--- config.mk ---
export PLATFORM = sky130hd
export DESIGN_NAME = ama_mul
export DESIGN_NICKNAME = d
export VERILOG_FILES = /design/src/sv/ama_pkg.sv /design/src/sv/ama_mul.sv
export SDC_FILE = /design/constraint.sdc
export NUM_CORES = 1
export LEC_CHECK = 0
export ABC_AREA = 1
export BUFFER_PORTS_ARGS = -buffer_cell sky130_fd_sc_hd__buf_4
export CORE_UTILIZATION = 40
export CTS_CLUSTER_SIZE = 40
export DETAILED_ROUTE_END_ITERATION = 8
export GPL_TIMING_DRIVEN = 0
export PLACE_DENSITY_LB_ADDON = 0.15
export SETUP_SLACK_MARGIN = 0.02
export SLEW_MARGIN = 20
export SYNTH_ARGS = -nofsm -noshare
export SYNTH_HDL_FRONTEND = slang
export SYNTH_SLANG_ARGS = --single-unit
--- constraint.sdc ---
create_clock -name clk -period 9.3 [get_ports clk]
set_input_delay 2.79 -clock clk [delete_from_list [all_inputs] [get_ports clk]]
set_output_delay 2.79 -clock clk [all_outputs]
set_load 0.02 [all_outputs]
--- src/sv/ama_pkg.sv ---
// ----------------------------------------------------------------------------
// Adaptive moving average package
// Field widths, fixed-point format, register codes and reset values shared
// by the adaptive moving average modules.
// ----------------------------------------------------------------------------
`default_nettype none

package ama_pkg;

    localparam int PRICE_W        = 32;
    localparam int DIFF_W         = PRICE_W + 1;
    localparam int AVG_W          = 48;
    localparam int FRAC_W         = 16;
    localparam int SC_W           = 17;
    localparam int PERIOD_W       = 7;
    localparam int CFG_DATA_W     = SC_W;
    localparam int CFG_IDX_W      = 2;
    localparam int MAX_PERIOD_DEF = 64;

    localparam int MAG_W   = AVG_W + 1;
    localparam int MUL_A_W = 25;
    localparam int MUL_B_W = SC_W;
    localparam int MUL_P_W = MUL_A_W + MUL_B_W;

    localparam logic [SC_W-1:0] Q_ONE = SC_W'(1 << FRAC_W);

    localparam logic [CFG_IDX_W-1:0] CFG_PERIOD  = 2'd0;
    localparam logic [CFG_IDX_W-1:0] CFG_FAST_SC = 2'd1;
    localparam logic [CFG_IDX_W-1:0] CFG_SLOW_SC = 2'd2;

    localparam logic [PERIOD_W-1:0] PERIOD_RST  = 7'd10;
    localparam logic [SC_W-1:0]     FAST_SC_RST = 17'd43691;
    localparam logic [SC_W-1:0]     SLOW_SC_RST = 17'd4228;

endpackage

`default_nettype wire

--- src/sv/ama_mul.sv ---
// ----------------------------------------------------------------------------
// Adaptive moving average shared multiplier
// Unsigned 25 x 17 multiplier with a registered product.
// ----------------------------------------------------------------------------
`default_nettype none

module ama_mul (
    input  wire logic                         clk,
    input  wire logic [ama_pkg::MUL_A_W-1:0]  a,
    input  wire logic [ama_pkg::MUL_B_W-1:0]  b,
    output logic      [ama_pkg::MUL_P_W-1:0]  prod
);
    import ama_pkg::*;

    logic [MUL_P_W-1:0] prod_reg;

    always_ff @(posedge clk) begin
        prod_reg <= MUL_P_W'(a) * MUL_P_W'(b);
    end

    assign prod = prod_reg;

endmodule

`default_nettype wire

== Word-level counts from Yosys, hierarchy flattened ==
Cells that the tools add are included.
Word-level totals
  output and inout port bits: 42
  flip-flop bits (word level): 42
  bits of input ports: 43
Cells by class
  multiply operators: 1
Operator list (count)
  $mul A25 B17 Y42: 1

== Logic depth before layout (Yosys ltp) ==
Gate-level depths: netlist (run 1).
  depth after elaboration: 1
  mapped depth: 29
  gate-level depth less buffers: 27

== Least setup slack after synthesis (run 1) ==
OpenSTA, ideal clock, no wires.
  kind: input -> register
  from: input port a[14] (netlist name)
  to: register prod_reg[38], in the netlist prod[38]
  setup time: 112 ps
  arrival time: 7718 ps
  buffers on the path: 2
  stages: 25
  path slack: 1470 ps
  cells stage by stage: clkbuf_1 > clkbuf_1 > nand2_1 > fa_1 > inv_1 > fa_1 > inv_1 > fa_1 > inv_1 > fa_1 > fa_1 > inv_1 > fa_1 > inv_1 > ha_1 > nand2_1 > inv_1 > a21oi_1 > nor2_1 > nor2_1 > nand2_2 > nand2_1 > nand2_1 > nand2_1 > nand2_1
On the way
  longest elaborated chain between the ends: 1
Ends and longest elaborated chain
  from (decl): RTL line ama_mul.sv:9  | input wire logic [ama_pkg::MUL_A_W-1:0] a,
  $mul A25 B17 Y42: RTL line ama_mul.sv:18  | prod_reg <= MUL_P_W'(a) * MUL_P_W'(b);
  to (signal assigned): RTL line ama_mul.sv:18
  to (decl): RTL line ama_mul.sv:15  | logic [MUL_P_W-1:0] prod_reg;
Every way passes these cells.

== Final worst setup path (run 1) ==
  from: input port b[8] (netlist name)
  to: register prod_reg[40], in the netlist prod[40]
On the way
  longest elaborated chain between the ends: 1
Ends and longest elaborated chain
  from (decl): RTL line ama_mul.sv:10  | input wire logic [ama_pkg::MUL_B_W-1:0] b,
  $mul A25 B17 Y42: RTL line ama_mul.sv:18
Every way passes these cells.

==> results of run 1 <==
## layout make-up
| class | count | area (µm²) | share of cell area (%) |
|---|---|---|---|
| plain buffers | 101 | 379 | 2.25 |
| inverters | 702 | 2640 | 15.6 |
| flip-flops and latches | 42 | 841 | 4.99 |
| clock inverters | 2 | 60.1 | 0.356 |
| well taps | 518 | 648 | 3.85 |
| clock buffers | 6 | 139 | 0.824 |
| multi-input cells | 1295 | 11800 | 70.2 |
| diodes | 1 | 2.50 | 0.0148 |
| repair buffers | 42 | 315 | 1.87 |
## worst max-delay path, delay by kind of cell
| family | cells | cell delay [ps] |
|---|---|---|
| adders and majority gates | 7 | 3500 |
| buffers and inverters | 9 | 1600 |
| and+or+nand+nor | 11 | 1120 |
## path summary, 6_finish.rpt
check / end / slack, ps / depth (start not counted)
worst max-delay path: prod[40]$_DFF_P_ / 470 / 27
worst min-delay path: prod[0]$_DFF_P_ / 2950 / 3
## cell usage in the layout (no fill, tap or decap)
cell / synthesis / routed
a21boi_0: 1 / 1
a21o_1: 1 / 1
a21oi_1: 30 / 30
a31oi_1: 2 / 2
and2_1: 1 / 1
buf_4: 0 / 42
bufinv_16: 0 / 2
clkbuf_1: 101 / 101
clkbuf_16: 0 / 5
clkbuf_8: 0 / 1
clkinv_1: 1 / 1
dfxtp_1: 42 / 42
diode_2: 0 / 1
fa_1: 344 / 344
ha_1: 116 / 116
inv_1: 697 / 697
inv_2: 4 / 4
nand2_1: 641 / 641
nand2_2: 16 / 16
nand2_4: 1 / 1
nand3_1: 22 / 22
nand3_2: 6 / 6
nand3b_1: 2 / 2
nor2_1: 50 / 50
nor2_2: 10 / 10
nor3_1: 11 / 11
nor4_1: 1 / 1
o21ai_0: 14 / 14
o21bai_1: 2 / 2
or2_4: 1 / 1
xnor2_1: 5 / 5
xor2_1: 18 / 18
## routing by layer
metal,track usage (%),vias up,wire length (µm)
li1,-,5949,-
met1,31.3,6288,18900
met2,44.9,390,22800
met3,2.97,86,2640
met4,8.48,0,1720
met5,0,-,0
## metrics by stage
stage                     hold WS (ps)  instance area [µm²]
after CTS                         2920                16800
after global routing              2970                16800
after detailed placement          3200                16600
after floorplan                   3070                15700
final                             2950                16900
after global placement            3200                16600
## kinds of logic (layout without fill, tap and decap cells)
group | Yosys count | in the layout | synth area share [%]
AO/OA/AOI/OAI | 50 | 50 | 1.68
other | 0 | 1 | 0
buffers and inverters | 803 | 853 | 19.2
flip-flops | 42 | 42 | 5.36
adder cells (fa/ha/maj) | 460 | 460 | 53.2
XOR/XNOR | 23 | 23 | 1.28
AND/OR/NAND/NOR | 762 | 762 | 19.3
==> qor.csv, run 1 <==
stage,metric,value,unit
run_status,status,completed,
synth,Main synth FF type,dfxtp_1,
cts,clk sinks,42,
sta,Final setup viols,0,
cts,Clock Pin Slew Worst Setup and Hold Paths,60,ps
synth,#FFs+latches synth,42,
global_routing,largest net degree at the start of global routing,14,
worst_setup_path,max incr delay on CP,670,ps
global_routing,initial antenna violation count,0,
placement,global placement routability congestion,0.911,
sta,fmax,0.113,GHz
final_layout,layout cells sized above 1,4.02,%
cts,Clock Root Buffer,clkbuf_16,
hold_path,worst hold path class,primary input to register,
worst_setup_path,"most used cell, CP",nand2_1,
worst_setup_path,"Arr. time, crit path",9010,ps
worst_setup_path,Critical Path Source,b[8],
sta,final worst path period share,95.0,%
cts,Post-CTS Repair Setup Buffers,0,
worst_setup_path,Worst EP required,9480,ps
global_routing,via count of the first global-routing pass,14000,
synth,yosys warns,0,
floorplan,Row Count,72,
final_layout,max FFs per register,42,
placement,I/O Buffers,42,
placement,dpl cells,2700,
synth,post-synthesis instance total,2140,
sta,Final WS setup,466,ps
final_layout,Fillers,4135,
route,1st-iter DRT viols,709,
worst_setup_path,Worst path slowest cell,clkbuf_1,
synth,Synth async-reset ratio,0,%
worst_setup_path,CP Max Fanout,10,
synth,synth cell count leaders,"inv_1 (697), nand2_1 (641), fa_1 (344)",
floorplan,# IOs,85,
route,WL final,46100,µm
synth,Post-synth EDFFs,0,
route,detailed-route DRC error count,0,
route,post-route ant nets,0,
sta,final hold violation count,0,
synth,Mapped Nets,2643,
synth,cell taking the most area after synthesis,fa_1,
global_routing,GRT overflow,0,
sta,TNS Setup,0,ps
global_routing,Overall Global Routing Usage,25.1,%
hold_path,hold_sp,b[0],
route,vias per inst,4.69,
route,routed len/inst,17.0,µm
final_layout,Non-Filler Instances,2709,
floorplan,Core Area,38600,µm²
sta,min Tclk post-route,8830,ps
floorplan,Die W,200,µm
synth,sequential area share after synthesis,5.36,%
sta,Tightest Pin Transition,921,ps
worst_setup_path,CP startpoint kind,primary input,
synth,area share of the largest cell type after synthesis,43.9,%
synth,top-count cell post-synth,inv_1,
sta,final slew viol count,0,
placement,HPWL Detailed,39500,µm
floorplan,overall die area,40000,µm²
global_routing,first-pass GRT wire length,74800,µm
cts,post-CTS resize count,0,
synth,Post-Syn Area,15700,µm²
sta,RSZ-0062 raised after global routing,false,
final_layout,nets,2692,
cts,Max Buffers Root-to-Sink,2,
floorplan,Die Y,200,µm
cts,CTS buffer count,5,
worst_setup_path,Setup CP Type,primary input to register,
synth,main area contributors after synthesis,"fa_1 (44%), inv_1 (17%), nand2_1 (15%)",
flow_run,max-cap violations,0,
route,DR pass1 iterations,5,
final_layout,area grow syn2layout,7.43,%
cts,CTS tree,yes,
cts,CTS Hold Bufs,0,
cts,htree depth,2,
synth,syn_area_per_cell,7.33,µm²
floorplan,initial core utilization,40.6,%
route,vias after detailed routing,12700,
sta,Rel. slew slack,38.6,%
synth,"Distinct cells, synth",27,
final_layout,final core occ,43.6,%
worst_setup_path,Worst Setup End Kind,register,
placement,post-place setup slack,212,ps
Power of run 1 is not shown: default switching activity piles up to over one toggle a cycle in this logic, so the estimate is an artifact.
==> run 2: changes to the inputs <==
--- a/config.mk
+++ b/config.mk
@@ -5,9 +5,9 @@
 export SDC_FILE = /design/constraint.sdc
 export NUM_CORES = 1
 export LEC_CHECK = 0
-export ABC_AREA = 1
 export BUFFER_PORTS_ARGS = -buffer_cell sky130_fd_sc_hd__buf_4
 export CORE_UTILIZATION = 40
+export CTS_BUF_LIST = sky130_fd_sc_hd__clkbuf_4 sky130_fd_sc_hd__clkbuf_8
 export CTS_CLUSTER_SIZE = 40
 export DETAILED_ROUTE_END_ITERATION = 8
 export GPL_TIMING_DRIVEN = 0
==> qor.csv, run 2 <==
stage,metric,value,unit
cts,Clock Root Buffer,clkbuf_8,
synth,"Distinct cells, synth",51,
synth,#FFs+latches synth,42,
synth,Post-Syn Area,14600,µm²
floorplan,Die Y,193,µm
synth,Post-synth EDFFs,0,
synth,Mapped Nets,2161,
worst_setup_path,Worst EP required,9550,ps
cts,clk sinks,42,
placement,HPWL Detailed,35500,µm
floorplan,Row Count,69,
sta,Rel. slew slack,49.4,%
global_routing,GRT overflow,0,
synth,Synth async-reset ratio,0,%
final_layout,nets,2238,
synth,syn_area_per_cell,8.80,µm²
synth,synth cell count leaders,"inv_1 (430), fa_1 (344), nand2_1 (271)",
run_status,status,"complete, but fails checks",
placement,global placement routability congestion,0.886,
cts,CTS buffer count,5,
floorplan,# IOs,85,
route,vias per inst,5.00,
sta,final hold violation count,0,
final_layout,max FFs per register,42,
synth,main area contributors after synthesis,"fa_1 (47%), inv_1 (11%), ha_1 (10%)",
floorplan,overall die area,37200,µm²
floorplan,Core Area,35700,µm²
flow_run,max-cap violations,0,
final_layout,Fillers,3701,
final_layout,"leading cell types in the layout, fill and taps excluded","inv_1 (430), fa_1 (344), nand2_1 (271)",
sta,final worst path period share,97.3,%
placement,I/O Buffers,81,
cts,Post-CTS Repair Setup Buffers,0,
synth,cell taking the most area after synthesis,fa_1,
final_layout,Antenna diodes,0,
final_layout,"commonest non-fill, non-tap cell in the layout",inv_1,
route,post-route ant nets,0,
synth,sequential area share after synthesis,5.77,%
worst_setup_path,Setup CP Type,primary input to register,
route,1st-iter DRT viols,558,
final_layout,layout cells sized above 1,7.14,%
cts,htree depth,2,
hold_path,Hold Path Depth,2,
hold_path,worst hold path class,primary input to register,
route,routed len/inst,18.7,µm
synth,Main synth FF type,dfxtp_1,
route,DR pass1 iterations,7,
worst_setup_path,CP startpoint kind,primary input,
synth,post-synthesis instance total,1658,
sta,min Tclk post-route,9050,ps
synth,yosys warns,0,
sta,fmax,0.110,GHz
global_routing,Overall Global Routing Usage,23.8,%
floorplan,initial core utilization,40.8,%
cts,CTS Hold Bufs,0,
worst_setup_path,CP Max Fanout,10,
cts,CTS tree,yes,
synth,area share of the largest cell type after synthesis,47.2,%
global_routing,first-pass GRT wire length,65400,µm
cts,Max Buffers Root-to-Sink,2,
worst_setup_path,"Arr. time, crit path",9300,ps
route,vias after detailed routing,11000,
worst_setup_path,Worst Setup End Kind,register,
sta,RSZ-0062 raised after global routing,false,
sta,Tightest Pin Transition,759,ps
run_status,failing checks,DRC,
global_routing,via count of the first global-routing pass,11500,
route,WL final,41100,µm
global_routing,initial antenna violation count,0,
final_layout,area grow syn2layout,8.76,%
floorplan,Die W,193,µm
sta,hold_ws,2740,ps
sta,final slew viol count,0,
synth,top-count cell post-synth,inv_1,
sta,TNS Setup,0,ps
route,detailed-route DRC error count,6,
cts,Clock Pin Slew Worst Setup and Hold Paths,80,ps
sta,Final setup viols,0,
global_routing,largest net degree at the start of global routing,18,
==> run 2: changes by cell type after synthesis, moves of 7 or more <==
cell	delta
nand2_2	-16
a21oi_1	+8
nor2_1	-38
inv_1	-267
nor2_2	-10
nor3_1	-7
nand2_1	-370
a21o_1	+10
nand3_1	-9
and2_1	+173
clkbuf_1	-31
xnor2_1	+20
==> run 2: metrics by stage <==
step / std cells / utilization [%] / setup slack, ps / instance area (µm²)
final: 2197 / 44.4 / 249 / 15900
after global routing: 2197 / 44.4 / 25.1 / 15900
after CTS: 2204 / 44.4 / 27.0 / 15900
after detailed placement: 2200 / 44.1 / -421 / 15800
after global placement: 2200 / 44.1 / -409 / 15800
after floorplan: 1658 / - / 815 / 14600
==> run 2: path summary, 6_finish.rpt <==
path              start                to  slack, ps
setup / recovery  b[14]  prod[39]$_DFF_P_        250
hold / removal     b[0]   prod[0]$_DFF_P_       2740
==> run 2: per-layer routing <==
metal  global-route usage [%]  up-vias  wire length [µm]
li1                         -     4971                 -
met1                     31.0     5683             17100
met2                     41.3      268             20700
met3                     2.91       53              1990
met4                     7.21        0              1320
met5                        0        -                 0
==> run 2: layout make-up <==
type	instances	area (µm²)	share of cell area [%]
sequential	42	841	5.30
inverter	430	1610	10.2
multi-input combinational	1114	11900	74.8
buffer	61	265	1.67
tap	461	577	3.64
clock buffer	6	82.6	0.521
timing repair buffer	81	608	3.83
clock inverter	2	12.5	0.0789
==> run 2: cells by family (layout without fill, tap and decap cells) <==
logic type               Yosys count  after routing  synth area share (%)
buffers and inverters            502            580                  13.0
AO/OA/AOI/OAI                    110            110                  4.92
multiplexers                       1              1                0.0686
XOR/XNOR                          38             38                  2.28
adder cells (fa/ha/maj)          460            460                  57.2
flip-flops                        42             42                  5.77
AND/OR/NAND/NOR                  505            505                  16.8
==> run 2: timing repair <==
action,4_1_cts,5_1_grt
resized for setup,4,39
endpoints found under the hold margin,0,0
setup endpoints to repair,2,6
cloned,0,0
==> run 2: critical path: stages <==
cell and delay (ps):
buf_4 150, clkbuf_1 580, nand2_1 170, fa_1 530, fa_1 490, inv_1 50
fa_1 510, fa_1 440, fa_1 490, inv_1 50, fa_1 560, inv_1 60
ha_1 280, buf_6 140, a21o_1 190, o21bai_1 190, a221oi_1 490, o211ai_1 160
a31oi_2 380, o31ai_1 210, a31oi_1 230, xnor2_1 140
Power of run 2 is left out for the same reason.
==> run 3: changes to the inputs <==
==> constraint.sdc (replaced) <==
create_clock -name clk -period 9.3 [get_ports clk]
set_input_delay 0.465 -clock clk [delete_from_list [all_inputs] [get_ports clk]]
set_output_delay 0.465 -clock clk [all_outputs]
set_load 0.02 [all_outputs]
==> qor.csv, run 3 (synthesis gave the netlist of run 2 again) <==
stage,metric,value,unit
cts,Post-CTS Repair Setup Buffers,0,
route,WL final,41900,µm
floorplan,Die Y,193,µm
route,vias after detailed routing,11000,
hold_path,worst hold path class,primary input to register,
final_layout,area grow syn2layout,8.78,%
worst_setup_path,Setup CP Type,primary input to register,
final_layout,"leading cell types in the layout, fill and taps excluded","inv_1 (430), fa_1 (344), nand2_1 (271)",
global_routing,largest net degree at the start of global routing,14,
global_routing,GRT overflow,0,
placement,global placement routability congestion,0.886,
sta,fmax,0.140,GHz
route,detailed-route DRC error count,6,
floorplan,Die W,193,µm
sta,Final setup viols,0,
cts,CTS Hold Bufs,0,
cts,Clock Pin Slew Worst Setup and Hold Paths,80,ps
route,vias per inst,5.00,
floorplan,initial core utilization,40.8,%
global_routing,Overall Global Routing Usage,23.9,%
floorplan,Row Count,69,
floorplan,Core Area,35700,µm²
cts,CTS tree,yes,
hold_path,hold_sp,b[0],
route,DR pass1 iterations,7,
flow_run,max-cap violations,0,
final_layout,Fillers,3712,
worst_setup_path,CP startpoint kind,primary input,
global_routing,initial antenna violation count,0,
route,Top Metal Used,met4,
route,routed len/inst,19.0,µm
sta,Tightest Pin Transition,866,ps
floorplan,# IOs,85,
sta,TNS Setup,0,ps
sta,min Tclk post-route,7140,ps
global_routing,via count of the first global-routing pass,11500,
final_layout,nets,2249,
cts,htree depth,2,
sta,final worst path period share,76.8,%
global_routing,first-pass GRT wire length,65700,µm
run_status,failing checks,DRC,
worst_setup_path,Worst EP required,9510,ps
cts,CTS buffer count,5,
cts,clk sinks,42,
cts,Max Buffers Root-to-Sink,2,
worst_setup_path,CP Max Fanout,10,
sta,RSZ-0062 raised after global routing,false,
floorplan,overall die area,37200,µm²
final_layout,"commonest non-fill, non-tap cell in the layout",inv_1,
placement,I/O Buffers,81,
sta,Rel. slew slack,42.3,%
final_layout,layout cells sized above 1,5.72,%
sta,final hold violation count,0,
worst_setup_path,Critical Path Source,b[10],
worst_setup_path,"Arr. time, crit path",7350,ps
placement,HPWL Detailed,35500,µm
cts,Clock Root Buffer,clkbuf_8,
route,met3 wire length,2070,µm
run_status,status,"complete, but fails checks",
cts,post-CTS resize count,0,
route,met2 WL,21000,µm
route,post-route ant nets,0,
worst_setup_path,Worst Setup End Kind,register,
final_layout,max FFs per register,42,
route,DRT met1 WL,17400,µm
sta,final slew viol count,0,
route,1st-iter DRT viols,528,
final_layout,Antenna diodes,0,
run 3: cell count changes in the layout (fill, tap and decap cells not counted), sizes merged:
| cell | previous run | this run |
|---|---|---|
| clkbuf | 64 | 76 |
| buf | 84 | 83 |
run 3: metrics by stage:
stage | setup WS [ps] | util [%] | instances | area, µm² | hold WS [ps]
after global routing | 1840 | 44.4 | 2208 | 15900 | 415
after CTS | 2210 | 44.4 | 2208 | 15900 | 402
after detailed placement | 1900 | 44.1 | 2200 | 15800 | 746
after global placement | 1920 | 44.1 | 2200 | 15800 | 743
final | 2160 | 44.4 | 2208 | 15900 | 413
after floorplan | 3140 | - | 1658 | 14600 | 587
run 3: path summary, 6_finish.rpt:
kind	endpoint	depth (start not counted)	slack [ps]
setup / recovery	prod[39]$_DFF_P_	21	2160
hold / removal	prod[0]$_DFF_P_	2	410
run 3: routing by layer:
metal | track usage (%) | up-vias
li1 | - | 4995
met1 | 31.0 | 5716
met2 | 41.5 | 281
met3 | 3.13 | 55
met4 | 7.57 | 0
met5 | 0 | -
run 3: layout make-up:
cell class / count / area (µm²) / share of cell area, %
repair buffers: 81 / 608 / 3.83
plain buffers: 72 / 279 / 1.76
clock buffers: 6 / 82.6 / 0.521
multi-input cells: 1114 / 11800 / 74.7
inverters: 430 / 1610 / 10.2
well taps: 461 / 577 / 3.64
flip-flops and latches: 42 / 841 / 5.30
clock inverters: 2 / 12.5 / 0.0789
run 3: critical path: stages:
cell	delay (ps)
clkbuf_1	380
clkbuf_1	580
nand2_1	140
fa_1	510
inv_1	50
fa_1	490
fa_1	610
fa_1	450
fa_1	490
inv_1	40
fa_1	510
inv_1	50
ha_1	260
clkbuf_1	280
and4_2	300
nand2_1	140
nor3_1	440
a31oi_1	320
o31ai_1	510
a31oi_1	170
xnor2_1	150
Power of run 3 is left out for the same reason.
